**config.mk**
```make
export PLATFORM = sky130hd
export DESIGN_NAME = bfa_div
export DESIGN_NICKNAME = d
export VERILOG_FILES = /design/src/bfa_pkg.sv /design/src/bfa_div.sv
export SDC_FILE = /design/constraint.sdc
export NUM_CORES = 1
export LEC_CHECK = 0
export BUFFER_PORTS_ARGS = -buffer_cell sky130_fd_sc_hd__buf_2
export CAP_MARGIN = 20
export CORE_ASPECT_RATIO = 1.75
export CORE_UTILIZATION = 27
export CTS_BUF_LIST = sky130_fd_sc_hd__clkbuf_8
export CTS_CLUSTER_SIZE = 30
export DETAILED_ROUTE_END_ITERATION = 8
export PLACE_DENSITY = 0.49
export REMOVE_ABC_BUFFERS = 1
export SETUP_SLACK_MARGIN = 0.02
export SYNTH_ARGS = -nofsm -noshare
export SYNTH_HDL_FRONTEND = slang
export SYNTH_SLANG_ARGS = --single-unit
```
**constraint.sdc**
```tcl
create_clock -name clk -period 3.1 [get_ports clk]
set_input_delay 0.62 -clock clk [delete_from_list [all_inputs] [get_ports clk]]
set_output_delay 0.62 -clock clk [all_outputs]
set_load 0.005 [all_outputs]
```
**src/bfa_pkg.sv**
```systemverilog
`timescale 1ns / 1ps

package bfa_pkg;

  localparam int DEF_MAX_BLOCKS = 1024;
  localparam int HDR_BYTES      = 16;
  localparam int BS_W           = 17;
  localparam int BS_RESET       = 64;
  localparam int BS_MIN         = 16;
  localparam int BS_MAX         = 65536;
  localparam int REQ_W          = 32;
  localparam int DVD_W          = REQ_W + 1;
  localparam int IDX_W          = 10;
  localparam int OFF_W          = 27;
  localparam int ADDR_W         = 3;

  // register index, taken from paddr[2]
  localparam logic REG_BLOCK_SIZE = 1'b0;

  localparam logic KIND_ALLOC = 1'b0;
  localparam logic KIND_FREE  = 1'b1;

  typedef struct packed {
    logic             start;
    logic [DVD_W-1:0] dividend;
    logic [BS_W-1:0]  divisor;
  } div_req_t;

  typedef struct packed {
    logic             done;
    logic [DVD_W-1:0] quot;
    logic             rem_nz;
  } div_rsp_t;

endpackage

```
**src/bfa_div.sv**
```systemverilog
`timescale 1ns / 1ps

// restoring divider, one quotient bit per cycle
module bfa_div (
  input  logic               clk,
  input  logic               rst_n,
  input  bfa_pkg::div_req_t  req,
  output bfa_pkg::div_rsp_t  rsp
);

  logic [bfa_pkg::DVD_W-1:0] q_r, q_nxt;
  logic [bfa_pkg::BS_W-1:0]  rem_r, rem_nxt;
  logic [5:0]                cnt_r, cnt_nxt;
  logic                      done_r, done_nxt;
  logic [bfa_pkg::BS_W:0]    rem_sh;
  logic                      ge;

  assign rem_sh = {rem_r, q_r[bfa_pkg::DVD_W-1]};
  assign ge     = rem_sh >= {1'b0, req.divisor};

  always_comb begin
    q_nxt    = q_r;
    rem_nxt  = rem_r;
    cnt_nxt  = cnt_r;
    done_nxt = 1'b0;
    if (req.start) begin
      q_nxt   = req.dividend;
      rem_nxt = '0;
      cnt_nxt = 6'(bfa_pkg::DVD_W);
    end else if (cnt_r != 6'd0) begin
      rem_nxt = ge ? bfa_pkg::BS_W'(rem_sh - {1'b0, req.divisor})
                   : rem_sh[bfa_pkg::BS_W-1:0];
      q_nxt   = {q_r[bfa_pkg::DVD_W-2:0], ge};
      cnt_nxt = cnt_r - 6'd1;
      done_nxt = (cnt_r == 6'd1);
    end
  end

  always_ff @(posedge clk) begin
    if (!rst_n) begin
      cnt_r  <= '0;
      done_r <= 1'b0;
    end else begin
      cnt_r  <= cnt_nxt;
      done_r <= done_nxt;
    end
    q_r   <= q_nxt;
    rem_r <= rem_nxt;
  end

  assign rsp.done   = done_r;
  assign rsp.quot   = q_r;
  assign rsp.rem_nz = rem_r != '0;

endmodule

```
# After elaboration in Yosys (flattened, before gate mapping)
# Cells that the tools add are included.
# totals
ff_bits	57
latch_bits	0
mem_bits_rw	0
romBits	0
out_inout_bits	35
wordCells	21
n_memories	0
# classes
addsub	2
n_mul	0
div_mod_pow	0
n_lt_le_gt_ge	1
eq_ne	1
shift	0
mux	5
n_bitwise	2
reduce_logical	5
# ops
cell	n
$mux W33	2
$ge A18 B17 Y1	1
$mux W17	1
$reduce_bool A17 Y1	1
$sub A17 B17 Y17	1
$mux W6	2
$eq A6 B1 Y1 const B	1
$reduce_bool A6 Y1	1
$sub A6 B1 Y6 const B	1
$reduce_or A3 Y1	1
$not A1 Y1	2
$reduce_bool A2 Y1	1
$reduce_or A2 Y1	1

# Depth between registers and ports, before layout
# depth
depth_word	3
mapped_depth	11
depth_no_buf	10

# Least setup slack after synthesis
# Ideal clock, no wire load.
# synth_path
kind	input port to flip-flop
startpoint	input req[0] in the netlist's numbering
endpoint	register q_r[0] in the netlist's numbering, data pin
arrival_time_ns	2.550
setup_slack_ns	0.291
stages	9
cell_sequence	ha_1 -> inv_1 -> fa_1 -> a211oi_1 -> o21ai_2 -> a211oi_1 -> o21ai_1 -> buf_4 -> mux2_2
# synth_via
elab_chain_cells	3
# synth_lines
element	line	rtl
start, declared	bfa_div.sv:7	input bfa_pkg::div_req_t req,
$ge A18 B17 Y1	bfa_div.sv:19	assign ge = rem_sh >= {1'b0, req.divisor};
$mux W33	bfa_div.sv:30	end else if (cnt_r != 6'd0) begin
$mux W33	bfa_div.sv:26	if (req.start) begin
named net q_nxt, one bit	bfa_div.sv:11	logic [bfa_pkg::DVD_W-1:0] q_r, q_nxt;
end signal, assigned	bfa_div.sv:47	q_r <= q_nxt;
end, declared	bfa_div.sv:11	
# The timed path passes the listed nets, and every way through them passes these cells. The select of a mux whose other input is x is not followed.
# A chain may end at the register's enable or synchronous reset.

# Worst setup path after layout
# layout_path
startpoint	register q_r[32] in the netlist's numbering
endpoint	register rem_r[15] in the netlist's numbering
# layout_via
elab_chain_cells	2
elab_cells_between_ends	3
# layout_lines
element	line	rtl
$sub A17 B17 Y17 or $ge A18 B17 Y1 (tied branches)	bfa_div.sv:31, bfa_div.sv:19	
$mux W17 (*)	bfa_div.sv:31	rem_nxt = ge ? bfa_pkg::BS_W'(rem_sh - {1'b0, req.divisor})
end signal, assigned	bfa_div.sv:48	rem_r <= rem_nxt;
end, declared	bfa_div.sv:12	logic [bfa_pkg::BS_W-1:0] rem_r, rem_nxt;
# Every way passes the cells marked *; elsewhere a longest branch is shown, timed or not.

==> metrics.md <==
| Metric | Value |
|---|---|
| Max Clk Rate | `0.347 GHz` |
| Die Y | `154 microns` |
| Setup slack, reg-to-reg | `0.22 ns` |
| Number of iterations in the first detailed-routing pass | `4` |
| Yosys top cell area share | `around 28%` |
| Headroom to the max-slew limit | `between 60 and 70%` |
| First-pass GRT wire length | `about 15000 microns` |
| Power Density | `between 800 and 900 nW/um^2` |
| Clock Tree Buf Depth | `2` |
| Min Hold Slack | `between 0.5 and 0.6 ns` |
| Area contributors post-synth | `edfxtp_1, dfxtp_1, mux2_2, ha_1, nand2_1` |
| RR Startpoint | `q_r[32]` |
| Antenna Nets Post-Route | `0` |
| Initial antenna violation count | `0` |
| Mapped Area | `3580 sq um` |
| DP HPWL | `about 7800 microns` |
| Endpoints failing hold | `0` |
| Ys flop type | `edfxtp_1` |
| Mean Syn Cell Area | `slightly above 10 sq um` |
| Horiz. Die Dim | `about 89 microns` |
| Drt total wl | `9750 microns` |
| Ys async rst share | `0%` |
| Fin area | `roughly 4400 sq um` |
| Per-cell routed wire length | `15.6 microns` |
| Post-synth EDFFs | `33` |
| Seq/Total Area, Yosys | `a little over 40%` |
| Hold_buf cts | `0` |
| # rows | `between 50 and 60` |
| Final period utilization | `92.8%` |
| Min Tclk post-route | `about 2.9 ns` |
| Unrepaired setup endpoints after global routing | `no` |
| Largest net degree at the start of global routing | `34` |
| Min-delay src | `rem_r[2]` |
| Area after DPL | `4220 sq um` |
| Yosys reg bits | `between 50 and 60` |
| Crit Path Class | `flip-flop to flip-flop` |
| Num ports | `just under 90` |
| Drt drc | `0` |
| Synth cell types | `58` |
| Gr usage total | `between 10% and 20%` |
| Most frequent cells after synthesis | `edfxtp_1, mux2_2, nand2_1` |
| Setup repair bufs after CTS | `0` |
| Total grt overflow | `0` |
| Max_cap viols | `0` |
| Worst Hold End | `rem_r[2]` |
| CP arrival | `roughly 3.1 ns` |
| Pins over their slew limit | `0` |
| Mapped Cells | `~350` |
| Area growth, synth to finish | `23.5%` |
| CTS Root Cell | `clkbuf_8` |
| Largest area contributor in the netlist | `edfxtp_1` |
| Layout Skew | `between 0.009 and 0.01 ns` |
| Final setup TNS | `0 ns` |
| # setup viols final | `0` |
| DIE AREA | `~14000 sq um` |
| Util after Layout | `34.2%` |
| Worst-Skew Late Latency | `between 0.3 and 0.4 ns` |
| Slew @ Worst Pin | `0.553 ns` |
| Initial Util | `~28%` |
| Crit start category | `flip-flop` |
| Fill count | `roughly 1.4k` |
| Diode count | `0` |
| Worst setup EP type | `flip-flop` |
| CTS tree | `yes` |
| Vias in the first global route | `~3.0k` |
| Starting DRT DRC Count | `~120` |
| Total CTS buffers | `9` |
| # H-tree levels | `3` |
| Lkg Pwr | `about 1.9 nW` |
| Tightest Hold Check Type | `flip-flop to flip-flop` |
| Nets@finish | `around 520` |
| Clk sinks | `57` |
| Status | `complete, no violations` |
| Yosys warning count | `0` |
| GP Congestion | `slightly above 0.9` |
| Vias/cell | `about 4.8` |
| R2R cell count | `12` |
| Post-CTS sizing | `0` |
| Reg-to-reg endpoint | `rem_r[15]` |
| Hold depth | `2` |
| Share of layout cells above drive strength 1 | `34.4%` |
| Crit-path max FO | `11` |
| Buffers on Ports | `87` |
| Worst Path Required | `3.35 ns` |
| Via Count | `roughly 3k` |
| Max IR drop VDD | `between 0.2 and 0.3 mV` |
| Reg clk slew, reported paths | `roughly 0.07 ns` |
| Core ar. | `between 10000 and 15000 sq um` |
-- final cells by class --
class                      instances  area (sq um)  area share [%]
multi-input combinational        256          1910            43.1
sequential                        57          1470            33.3
timing repair buffer             100           533            12.1
tap                              171           214            4.84
clock buffer                       9           124            2.80
inverter                          25          93.8            2.12
clock inverter                     7          78.8            1.78
-- worst max-delay path by stage --
stage / slack, ns / cells past startpoint / from / end
detailed placement: 0.05 / 12 / req[0] / rem_r[14]
floorplan: 0.17 / 8 / req[0] / q_r[0]
finish: 0.22 / 12 / q_r[32] / rem_r[15]
CTS: 0.20 / 12 / q_r[32] / rem_r[15]
global route: 0.04 / 12 / q_r[32] / rem_r[15]
global placement: 0.12 / 12 / req[0] / rem_r[15]
-- critical path, stage by stage (launching register included) --
cell and delay (ns):
edfxtp_1 0.42, inv_1 0.11, ha_1 0.16, inv_1 0.05, fa_1 0.43, a211oi_1 0.43, o21ai_2 0.10, buf_4 0.16
a211o_1 0.27, a21boi_1 0.12, buf_4 0.19, nand2_1 0.08, a311oi_2 0.26
-- registers in the layout, indices dropped and copies added, names as in the netlist --
register / cells
done_r: 1
cnt_r: 6
q_r: 33
rem_r: 17
-- per-stage QoR --
step	cells	worst slack, ns	power (W)
final	625	0.222	0.00375
after global routing	625	0.0403	0.00405
after CTS	625	0.205	0.00380
after detailed placement	609	0.0464	0.00307
after global placement	609	0.118	0.00304
after floorplan	338	0.166	0.00239
-- report_power, final --
part,switching [W],internal [W],total (W)
logic,0.00100,0.000797,0.00180
registers,0.000197,0.00104,0.00123
clock network,0.000277,0.000438,0.000716
-- per-layer routing --
layer | track usage [%] | wire length, microns
met1 | 14.5 | 3620
met2 | 28.7 | 5520
met3 | 2.08 | 264
met4 | 7.71 | 347
met5 | 0 | 0
-- cell families (layout without fill, tap and decap cells) --
family,after synthesis,count (layout),share of synthesized area [%]
fa+ha+maj,21,21,7.55
flops,57,57,41.1
simple gates,95,95,13.0
mux,42,42,12.9
compound gates,83,83,16.1
buf+inv,40,141,5.66
xor+xnor,15,15,3.67
-- cells in the final DEF, fill, tap and decap left out, types with 3 or more instances in the layout --
cell      count
a21o_1        3
clkbuf_8      9
buf_2        87
buf_4        13
nand2_1      29
o211ai_1      4
o21ai_0      20
a21oi_1      18
nor3_1        7
or3_1         3
a31oi_1       3
ha_1         20
nand2b_1      3
edfxtp_1     33
nand3_1       9
inv_1        28
o21a_1        3
mux2i_1       9
nor2_1       22
nand4_1       4
dfxtp_1      24
a211oi_1      4
nor4_1        7
mux2_2       33
xnor2_1       8
xor2_1        7
No activity file was read; power rests on OpenSTA's default activity.
